## src/hw/rtl/rpv_pkg.sv

```systemverilog
`default_nettype none
package rpv_pkg;

  localparam int HEADER_BYTES        = 64;
  localparam int RECORD_HEADER_BYTES = 8;
  localparam int LENGTH_BITS_DEFAULT = 32;

  localparam logic [63:0] FNV_BASIS = 64'hcbf29ce484222325;

  localparam logic [7:0] MAGIC [8] = '{8'h43, 8'h56, 8'h49, 8'h54,
                                       8'h45, 8'h50, 8'h4b, 8'h47};

  localparam logic [2:0] ST_OK          = 3'd0;
  localparam logic [2:0] ST_SHORT       = 3'd1;
  localparam logic [2:0] ST_INVALID     = 3'd2;
  localparam logic [2:0] ST_UNSUPPORTED = 3'd3;
  localparam logic [2:0] ST_CHECKSUM    = 3'd4;

  localparam logic [1:0] FAULT_NONE        = 2'd0;
  localparam logic [1:0] FAULT_INVALID     = 2'd1;
  localparam logic [1:0] FAULT_UNSUPPORTED = 2'd2;

  localparam logic [7:0] REG_MAJOR    = 8'd0;
  localparam logic [7:0] REG_ALLOWED  = 8'd1;
  localparam logic [7:0] REG_CHECKSUM = 8'd2;
  localparam logic [7:0] REG_MANIFEST = 8'd3;
  localparam logic [7:0] REG_OBJECT   = 8'd4;
  localparam logic [7:0] REG_CRITICAL = 8'd5;

  typedef struct packed {
    logic [7:0] data_byte;
    logic       last_byte;
  } in_t;

  typedef struct packed {
    logic [2:0]  status;
    logic [15:0] major_ver;
    logic [15:0] minor_ver;
    logic [15:0] header_flags;
    logic [63:0] base_gen;
    logic [63:0] cand_gen;
    logic [31:0] rec_count;
    logic [63:0] rec_region_size;
    logic [63:0] pay_region_size;
    logic [63:0] declared_checksum;
  } out_t;

  typedef struct packed {
    logic [15:0] expected_major_version;
    logic [15:0] allowed_flag_mask;
    logic [15:0] checksum_flag_mask;
    logic [15:0] manifest_record_type;
    logic [15:0] object_record_type;
    logic [15:0] critical_record_mask;
  } cfg_t;

  // packet summary handed to the status check
  typedef struct packed {
    logic        magic_ok;
    logic [63:0] hash;
    logic [1:0]  walk_fault;
    logic        walk_done;
  } sum_t;

  // hash * FNV prime, prime = 2^40 + 0x1b3
  function automatic logic [63:0] fnv_mul(input logic [63:0] h);
    fnv_mul = (h << 40) + (h << 8) + (h << 7) + (h << 5) + (h << 4) + (h << 1) + h;
  endfunction

endpackage
`default_nettype wire

```

## src/hw/rtl/record_packet_validator.sv

```systemverilog
`default_nettype none
// Record packet validator. Takes one packet byte per transfer, last byte
// flagged, and gives one result transfer per packet carrying the status and
// the decoded 64-byte header. A byte is taken every cycle while in_ready is
// high: header bytes are stored, each later byte costs one hash update
// (shift-add by the FNV prime) and one step of the record walk in the byte
// stage; end-of-packet checks run one stage later into the output register.
// Input stalls only when a finished result and the one behind it both wait.
// Configuration writes (index 0..5, others ignored) are always taken.
module record_packet_validator #(
  parameter int LENGTH_BITS = rpv_pkg::LENGTH_BITS_DEFAULT
) (
  input  wire logic          clk,
  input  wire logic          rst,
  input  wire logic          in_valid,
  output logic               in_ready,
  input  wire rpv_pkg::in_t  in_data,
  output logic               out_valid,
  input  wire logic          out_ready,
  output rpv_pkg::out_t      out_data,
  input  wire logic          cfg_valid,
  output logic               cfg_ready,
  input  wire logic [7:0]    cfg_index,
  input  wire logic [15:0]   cfg_data
);
  import rpv_pkg::*;

  localparam logic [LENGTH_BITS-1:0] LIM = '1;

  cfg_t cfg;

  logic [LENGTH_BITS-1:0] byte_counter, byte_counter_next;
  logic                   magic_ok, magic_ok_next;
  logic [63:0]            held_header [8];
  logic [63:0]            held_header_next [8];
  logic [63:0]            hash_acc, hash_acc_next;
  logic [63:0]            region_left, region_left_next;
  logic [31:0]            records_left, records_left_next;
  logic [2:0]             rec_header_pos, rec_header_pos_next;
  logic [31:0]            rec_type_flags, rec_type_flags_next;
  logic [31:0]            rec_size, rec_size_next;
  logic [31:0]            rec_bytes_left, rec_bytes_left_next;
  logic [1:0]             walk_fault, walk_fault_next;

  logic                   snap_valid;
  logic [LENGTH_BITS-1:0] snap_count;
  logic [63:0]            snap_hdr [8];
  sum_t                   snap_sum;
  logic [2:0]             status;

  logic in_xfer, snap_move;
  logic [7:0]  b;
  logic [31:0] size_full, records_dec;
  logic [63:0] region_dec;
  logic        known;

  assign cfg_ready = 1'b1;
  assign snap_move = snap_valid && (!out_valid || out_ready);
  assign in_ready  = !snap_valid || !out_valid || out_ready;
  assign in_xfer   = in_valid && in_ready;
  assign b         = in_data.data_byte;

  always_ff @(posedge clk) begin
    if (rst) begin
      cfg <= '{16'd1, 16'd1, 16'd1, 16'd1, 16'd2, 16'd1};
    end else if (cfg_valid) begin
      unique case (cfg_index)
        REG_MAJOR:    cfg.expected_major_version <= cfg_data;
        REG_ALLOWED:  cfg.allowed_flag_mask <= cfg_data;
        REG_CHECKSUM: cfg.checksum_flag_mask <= cfg_data;
        REG_MANIFEST: cfg.manifest_record_type <= cfg_data;
        REG_OBJECT:   cfg.object_record_type <= cfg_data;
        REG_CRITICAL: cfg.critical_record_mask <= cfg_data;
        default: ;
      endcase
    end
  end

  assign size_full   = rec_size | {b, 24'd0};
  assign records_dec = records_left - 32'd1;
  assign region_dec  = region_left - {32'd0, size_full};
  assign known = rec_type_flags[15:0] == cfg.manifest_record_type ||
                 rec_type_flags[15:0] == cfg.object_record_type;

  always_comb begin
    byte_counter_next   = (byte_counter == LIM) ? byte_counter : byte_counter + 1'b1;
    magic_ok_next       = magic_ok;
    held_header_next    = held_header;
    hash_acc_next       = hash_acc;
    region_left_next    = region_left;
    records_left_next   = records_left;
    rec_header_pos_next = rec_header_pos;
    rec_type_flags_next = rec_type_flags;
    rec_size_next       = rec_size;
    rec_bytes_left_next = rec_bytes_left;
    walk_fault_next     = walk_fault;
    if (byte_counter < LENGTH_BITS'(HEADER_BYTES)) begin
      if (byte_counter < LENGTH_BITS'(8) && b != MAGIC[byte_counter[2:0]])
        magic_ok_next = 1'b0;
      for (int k = 0; k < 8; k++) begin
        if (byte_counter[2:0] == 3'(k))
          held_header_next[byte_counter[5:3]][k*8 +: 8] = b;
      end
      if (byte_counter == LENGTH_BITS'(HEADER_BYTES - 1)) begin
        region_left_next    = held_header_next[5];
        records_left_next   = held_header_next[4][31:0];
        rec_header_pos_next = 3'd0;
        rec_type_flags_next = 32'd0;
        rec_size_next       = 32'd0;
        rec_bytes_left_next = 32'd0;
        walk_fault_next = (held_header_next[4][31:0] != 32'd0 &&
                           held_header_next[5] < 64'(RECORD_HEADER_BYTES)) ?
                          FAULT_INVALID : FAULT_NONE;
      end
    end else begin
      hash_acc_next = fnv_mul(hash_acc ^ {56'd0, b});
      if (walk_fault == FAULT_NONE) begin
        if (rec_bytes_left != 32'd0) begin
          rec_bytes_left_next = rec_bytes_left - 32'd1;
        end else if (records_left != 32'd0) begin
          for (int k = 0; k < 4; k++) begin
            if (rec_header_pos == 3'(k)) rec_type_flags_next[k*8 +: 8] = b;
            if (rec_header_pos == 3'(k + 4)) rec_size_next[k*8 +: 8] = b;
          end
          if (rec_header_pos == 3'(RECORD_HEADER_BYTES - 1)) begin
            if (size_full < 32'(RECORD_HEADER_BYTES) || size_full[2:0] != 3'd0 ||
                {32'd0, size_full} > region_left) begin
              walk_fault_next = FAULT_INVALID;
            end else if (!known &&
                         (rec_type_flags[31:16] & cfg.critical_record_mask) != 16'd0) begin
              walk_fault_next = FAULT_UNSUPPORTED;
            end else begin
              records_left_next   = records_dec;
              region_left_next    = region_dec;
              rec_bytes_left_next = size_full - 32'(RECORD_HEADER_BYTES);
              if (records_dec != 32'd0 && region_dec < 64'(RECORD_HEADER_BYTES))
                walk_fault_next = FAULT_INVALID;
            end
            rec_header_pos_next = 3'd0;
            rec_type_flags_next = 32'd0;
            rec_size_next       = 32'd0;
          end else begin
            rec_header_pos_next = rec_header_pos + 3'd1;
          end
        end
      end
    end
  end

  always_ff @(posedge clk) begin
    if (rst || (in_xfer && in_data.last_byte)) begin
      byte_counter   <= '0;
      magic_ok       <= 1'b1;
      held_header    <= '{default: 64'd0};
      hash_acc       <= FNV_BASIS;
      region_left    <= 64'd0;
      records_left   <= 32'd0;
      rec_header_pos <= 3'd0;
      rec_type_flags <= 32'd0;
      rec_size       <= 32'd0;
      rec_bytes_left <= 32'd0;
      walk_fault     <= FAULT_NONE;
    end else if (in_xfer) begin
      byte_counter   <= byte_counter_next;
      magic_ok       <= magic_ok_next;
      held_header    <= held_header_next;
      hash_acc       <= hash_acc_next;
      region_left    <= region_left_next;
      records_left   <= records_left_next;
      rec_header_pos <= rec_header_pos_next;
      rec_type_flags <= rec_type_flags_next;
      rec_size       <= rec_size_next;
      rec_bytes_left <= rec_bytes_left_next;
      walk_fault     <= walk_fault_next;
    end
  end

  // end-of-packet snapshot
  always_ff @(posedge clk) begin
    if (rst) begin
      snap_valid <= 1'b0;
    end else if (in_xfer && in_data.last_byte) begin
      snap_valid <= 1'b1;
    end else if (snap_move) begin
      snap_valid <= 1'b0;
    end
    if (in_xfer && in_data.last_byte) begin
      snap_count             <= byte_counter_next;
      snap_hdr               <= held_header_next;
      snap_sum.magic_ok      <= magic_ok_next;
      snap_sum.hash          <= hash_acc_next;
      snap_sum.walk_fault    <= walk_fault_next;
      snap_sum.walk_done     <= records_left_next == 32'd0 && region_left_next == 64'd0;
    end
  end

  rpv_status #(.LENGTH_BITS(LENGTH_BITS)) u_status (
    .count  (snap_count),
    .hdr    (snap_hdr),
    .summ   (snap_sum),
    .cfg    (cfg),
    .status (status)
  );

  always_ff @(posedge clk) begin
    if (rst) begin
      out_valid <= 1'b0;
    end else if (snap_move) begin
      out_valid <= 1'b1;
    end else if (out_ready) begin
      out_valid <= 1'b0;
    end
    if (snap_move) begin
      out_data.status            <= status;
      out_data.major_ver         <= snap_hdr[1][15:0];
      out_data.minor_ver         <= snap_hdr[1][31:16];
      out_data.header_flags      <= snap_hdr[1][63:48];
      out_data.base_gen          <= snap_hdr[2];
      out_data.cand_gen          <= snap_hdr[3];
      out_data.rec_count         <= snap_hdr[4][31:0];
      out_data.rec_region_size   <= snap_hdr[5];
      out_data.pay_region_size   <= snap_hdr[6];
      out_data.declared_checksum <= snap_hdr[7];
    end
  end

  a_stall: assert property (@(posedge clk) disable iff (rst)
    snap_valid && out_valid && !out_ready |-> !in_ready)
    else $error("input taken while both result stages are full");

  a_clear: assert property (@(posedge clk) disable iff (rst)
    in_xfer && in_data.last_byte |=> byte_counter == '0 && walk_fault == FAULT_NONE)
    else $error("packet state not cleared after last byte");

  a_status: assert property (@(posedge clk) disable iff (rst)
    out_valid |-> out_data.status <= ST_CHECKSUM)
    else $error("status code out of range");

  a_fault: assert property (@(posedge clk) disable iff (rst)
    walk_fault != 2'd3)
    else $error("walk fault code out of range");

endmodule
`default_nettype wire

```

## src/hw/rtl/rpv_status.sv

```systemverilog
`default_nettype none
module rpv_status #(
  parameter int LENGTH_BITS = rpv_pkg::LENGTH_BITS_DEFAULT
) (
  input  wire logic [LENGTH_BITS-1:0] count,
  input  wire logic [63:0]            hdr [8],
  input  wire rpv_pkg::sum_t          summ,
  input  wire rpv_pkg::cfg_t          cfg,
  output logic [2:0]                  status
);
  import rpv_pkg::*;

  localparam logic [LENGTH_BITS-1:0] LIM = '1;

  logic [15:0] major, hsize, flags;
  logic [65:0] total, count_ext;
  logic        length_bad;

  assign major     = hdr[1][15:0];
  assign hsize     = hdr[1][47:32];
  assign flags     = hdr[1][63:48];
  assign total     = {2'b00, hdr[5]} + {2'b00, hdr[6]} + 66'(HEADER_BYTES);
  assign count_ext = {{(66-LENGTH_BITS){1'b0}}, count};
  assign length_bad = (count == LIM) || (total != count_ext);

  always_comb begin
    if (count < LENGTH_BITS'(HEADER_BYTES)) status = ST_SHORT;
    else if (!summ.magic_ok || hsize != 16'(HEADER_BYTES)) status = ST_INVALID;
    else if (major != cfg.expected_major_version) status = ST_UNSUPPORTED;
    else if ((flags & ~cfg.allowed_flag_mask) != 16'd0) status = ST_UNSUPPORTED;
    else if (hdr[3] <= hdr[2]) status = ST_INVALID;
    else if (length_bad) status = ST_INVALID;
    else if ((flags & cfg.checksum_flag_mask) != 16'd0 && summ.hash != hdr[7])
      status = ST_CHECKSUM;
    else if (summ.walk_fault == FAULT_INVALID) status = ST_INVALID;
    else if (summ.walk_fault == FAULT_UNSUPPORTED) status = ST_UNSUPPORTED;
    else if (!summ.walk_done) status = ST_INVALID;
    else status = ST_OK;
  end

endmodule
`default_nettype wire
```

## config.mk

```make
export PLATFORM = sky130hd
export DESIGN_NAME = record_packet_validator
export DESIGN_NICKNAME = d
export VERILOG_FILES = /design/src/hw/rtl/rpv_pkg.sv /design/src/hw/rtl/record_packet_validator.sv /design/src/hw/rtl/rpv_status.sv
export SDC_FILE = /design/constraint.sdc
export NUM_CORES = 2
export LEC_CHECK = 0
export BUFFER_PORTS_ARGS = -buffer_cell sky130_fd_sc_hd__buf_4
export CORE_MARGIN = 2
export CORE_UTILIZATION = 40
export CTS_CLUSTER_SIZE = 10
export DETAILED_ROUTE_END_ITERATION = 10
export GPL_TIMING_DRIVEN = 0
export HOLD_SLACK_MARGIN = 0.03
export SLEW_MARGIN = 20
export SYNTH_ARGS = -nofsm -noshare
export SYNTH_HDL_FRONTEND = slang
export SYNTH_SLANG_ARGS = --single-unit
```

## constraint.sdc

```tcl
create_clock -name clk -period 47.4 [get_ports clk]
set_input_delay 4.74 -clock clk [delete_from_list [all_inputs] [get_ports clk]]
set_output_delay 4.74 -clock clk [all_outputs]
set_load 0.05 [all_outputs]
```

==> out/metrics.cfg <==
[grt]
grt.total_usage=0.309
antenna_found_initial=36
grt_pass1_wl_um=502000
overflow=0
grt_pass1_vias=70500
grt_max_degree=95

[floorplan]
rows=172
ios=444
die-area_sq_mm=0.224
die_h_um=474
fp.dieW_um=474
initial_core_util=0.402
core-area_sq_mm=0.220

[yosys]
synth_edf_count=919
synth-async-reset-ratio=0
synth_cells=9118
ys_seq_area_frac=0.494
synth_top_area_cell=edfxtp_1
synth_ff_type=edfxtp_1
ys_ff_latch=1719
synth_top_area_frac=0.313
synth.area.top_cells=edfxtp_1 31%, dfxtp_1 18%, nand2_1 8.0%
postSynthAreaPerCell_sq_um=9.67
synth_fp_nets=9694
yosys-top-cells-count=1870 x nand2_1, 919 x edfxtp_1, 890 x a21oi_1
yosysWarningCount=0
netlist_area_sq_mm=0.0882
synth.distinct_cells=92
synth_most_common_cell=nand2_1

[worst_setup_path]
critPathLaunchType=input pin
setup.worst_path.end_class=flop
crit_required_ns=48.04
cp.arrival_ns=14.88
timing.rr.end=out_data[401]
r2r-start=snap_hdr[64]
r2r_setup_slack_ns=38.30
path_max_fanout=10
reg2reg_depth=18
critPathKind=in -> reg

[status]
outcome=complete, no violations

[worst_hold_path]
whs_path_depth=0
holdCritStartpoint=snap_hdr[218]
whs_endpoint=out_data[218]
hold_class=reg -> reg

[finish]
multi_input_area_sq_mm=0.0421
nFillCells=20400
seq_area_sq_mm=0.0436
stdcell_count=12800
final_area_sq_mm=0.102
area_growth_pct=16.0
drive_gt1_frac=0.0952
nNetsFinal=10400
finish.utilization=0.466

[timing]
period_share=0.300
slew_headroom=0.148
maxSlewViolCount=0
finalSetupViolations=0
hold_violations=0
fin_tns_setup_ns=0
finalCriticalPeriod_ns=14.24
tightest_slew_ns=1.28
fmax_mhz=70.2
skew_ns=0.0814
rsz0062_at_grt=false

[route]
wl_per_cell_um=27.7
vias=75300
drtIter0Drc=9235
drt-total-wl_um=356000
firstDrtPassIters=8
antenna_left=0
drt-vias-per-instance=5.86
route.detailed.drc=0

[placement]
numPortBuffers=438
hpwl_um=273000
dpl.cell_count=12500
routabilityCongestion=1.06
placed_area_sq_mm=0.0961

[clocking]
clock_path_buffers=3
cts_buffers=201
postCtsHoldBufs=0
cts.sinks=1719
post_cts_buffers=0
cts-root-buf=clkbuf_16
clk_latency_ns=0.88
cts_resized=0
cts_tree=yes
clk_pin_slew_ns=0.06
htree_levels=4

[power]
powerDensity_mw_per_mm2=35.6
p_leak_uw=0.0372
ir_drop_mv=0.0399
finalPower_uw=3640

[flow_run]
maxCapViolCount=0

## where the power goes
| part | internal (uW) | switching, uW | leakage [uW] |
|---|---|---|---|
| Sequential | 1590 | 25.1 | 0.0151 |
| Clock | 846 | 644 | 0.00299 |
| Combinational | 179 | 358 | 0.0192 |
## how the worst max path moves through the flow
| stage | depth (start not counted) | startpoint | end | slack (ns) |
|---|---|---|---|---|
| 2_1_floorplan | 2 | out_ready | out_data[0] | 23.61 |
| 3_3_place_gp | 3 | out_ready | out_data[82] | 15.38 |
| 3_5_place_dp | 27 | in_data[1] | snap_sum[64] | 32.56 |
| 4_1_cts | 27 | in_data[1] | snap_sum[64] | 33.45 |
| 5_1_grt | 27 | in_data[1] | snap_sum[64] | 32.93 |
| 6_report | 27 | in_data[1] | snap_sum[64] | 33.16 |
## metal layers
metal | share of wire | up-vias | wire length [um] | global-route usage
li1 | - | 33700 | - | -
met1 | 0.42 | 37300 | 150000 | 0.424
met2 | 0.44 | 3634 | 157000 | 0.473
met3 | 0.087 | 685 | 30900 | 0.0547
met4 | 0.049 | 18 | 17600 | 0.140
met5 | 0.00029 | - | 104 | 0
## cell families after synthesis
logic type      after synthesis  share of synthesized area
xor+xnor                    404                     0.0401
other cells                   1                  0.0000425
buf+inv                     713                     0.0305
mux                         234                     0.0278
compound gates             2103                      0.139
simple gates               3406                      0.170
fa+ha+maj                   538                     0.0979
flops                      1719                      0.494
## final cells by class
class,instances,share of cell area
multi-input cells,6686,0.411
repair buffers,479,0.0393
well taps,2871,0.0351
inverters,212,0.00785
clock buffers,334,0.0559
flip-flops and latches,1719,0.426
diodes,11,0.000269
plain buffers,501,0.0191
clock inverters,34,0.00502
## metrics by stage
stage | hold slack [ns] | setup WS, ns
2_1_floorplan | 0.400 | 23.61
6_report | 0.416 | 33.16
3_3_place_gp | 0.406 | 15.38
3_5_place_dp | 0.405 | 32.56
5_1_grt | 0.418 | 32.93
4_1_cts | 0.411 | 33.45
## state kept, by name, indices dropped and copies added (netlist names), 2 cells and up
name            count
records_left       32
snap_count         32
held_header       416
rec_bytes_left     32
out_data          403
walk_fault          2
byte_counter       32
rec_type_flags     32
snap_sum           68
hash_acc           64
region_left        64
snap_hdr          416
cfg                96
rec_size           24
rec_header_pos      3
## cell usage in the layout, fill, tap and decap left out, drive strengths merged, types with 28 or more instances in the layout
| master | netlist | final |
|---|---|---|
| inv | 209 | 214 |
| nand2 | 1870 | 1870 |
| o211ai | 72 | 72 |
| nor4 | 118 | 118 |
| xnor2 | 186 | 186 |
| mux2 | 87 | 87 |
| and2 | 44 | 44 |
| nand2b | 43 | 43 |
| mux2i | 147 | 147 |
| xor2 | 218 | 218 |
| o21ai | 597 | 597 |
| fa | 253 | 253 |
| a21oi | 891 | 891 |
| a31oi | 51 | 51 |
| nor2 | 654 | 654 |
| nand3 | 120 | 120 |
| dfxtp | 800 | 800 |
| clkinv | 3 | 28 |
| and3 | 53 | 53 |
| nor2b | 37 | 37 |
| a211oi | 61 | 61 |
| nand4 | 117 | 117 |
| nor3 | 145 | 145 |
| edfxtp | 919 | 919 |
| buf | 56 | 535 |
| or3 | 62 | 62 |
| a21o | 106 | 106 |
| or4 | 31 | 31 |
| clkbuf | 445 | 779 |
| ha | 285 | 285 |
## critical path, stage by stage
cell and delay [ns]:
buf_4 0.20, clkbuf_1 0.56, clkbuf_1 0.96, clkbuf_1 0.89
xor2_1 0.85, inv_1 0.21, fa_1 0.54, inv_1 0.05
fa_1 0.50, fa_1 0.52, ha_1 0.31, ha_1 0.33
a21oi_1 0.13, o211ai_1 0.31, a21oi_1 0.18, o21ai_0 0.49
nor4b_1 0.35, o211ai_1 0.15, a21oi_1 0.36, o2111ai_1 0.31
o31ai_1 0.53, a21oi_1 0.18, nand2b_1 0.20, o21ai_0 0.38
a21oi_1 0.15, xor2_1 0.16, o21ai_0 0.30
Note: power is estimated with default switching activity, not from simulation.
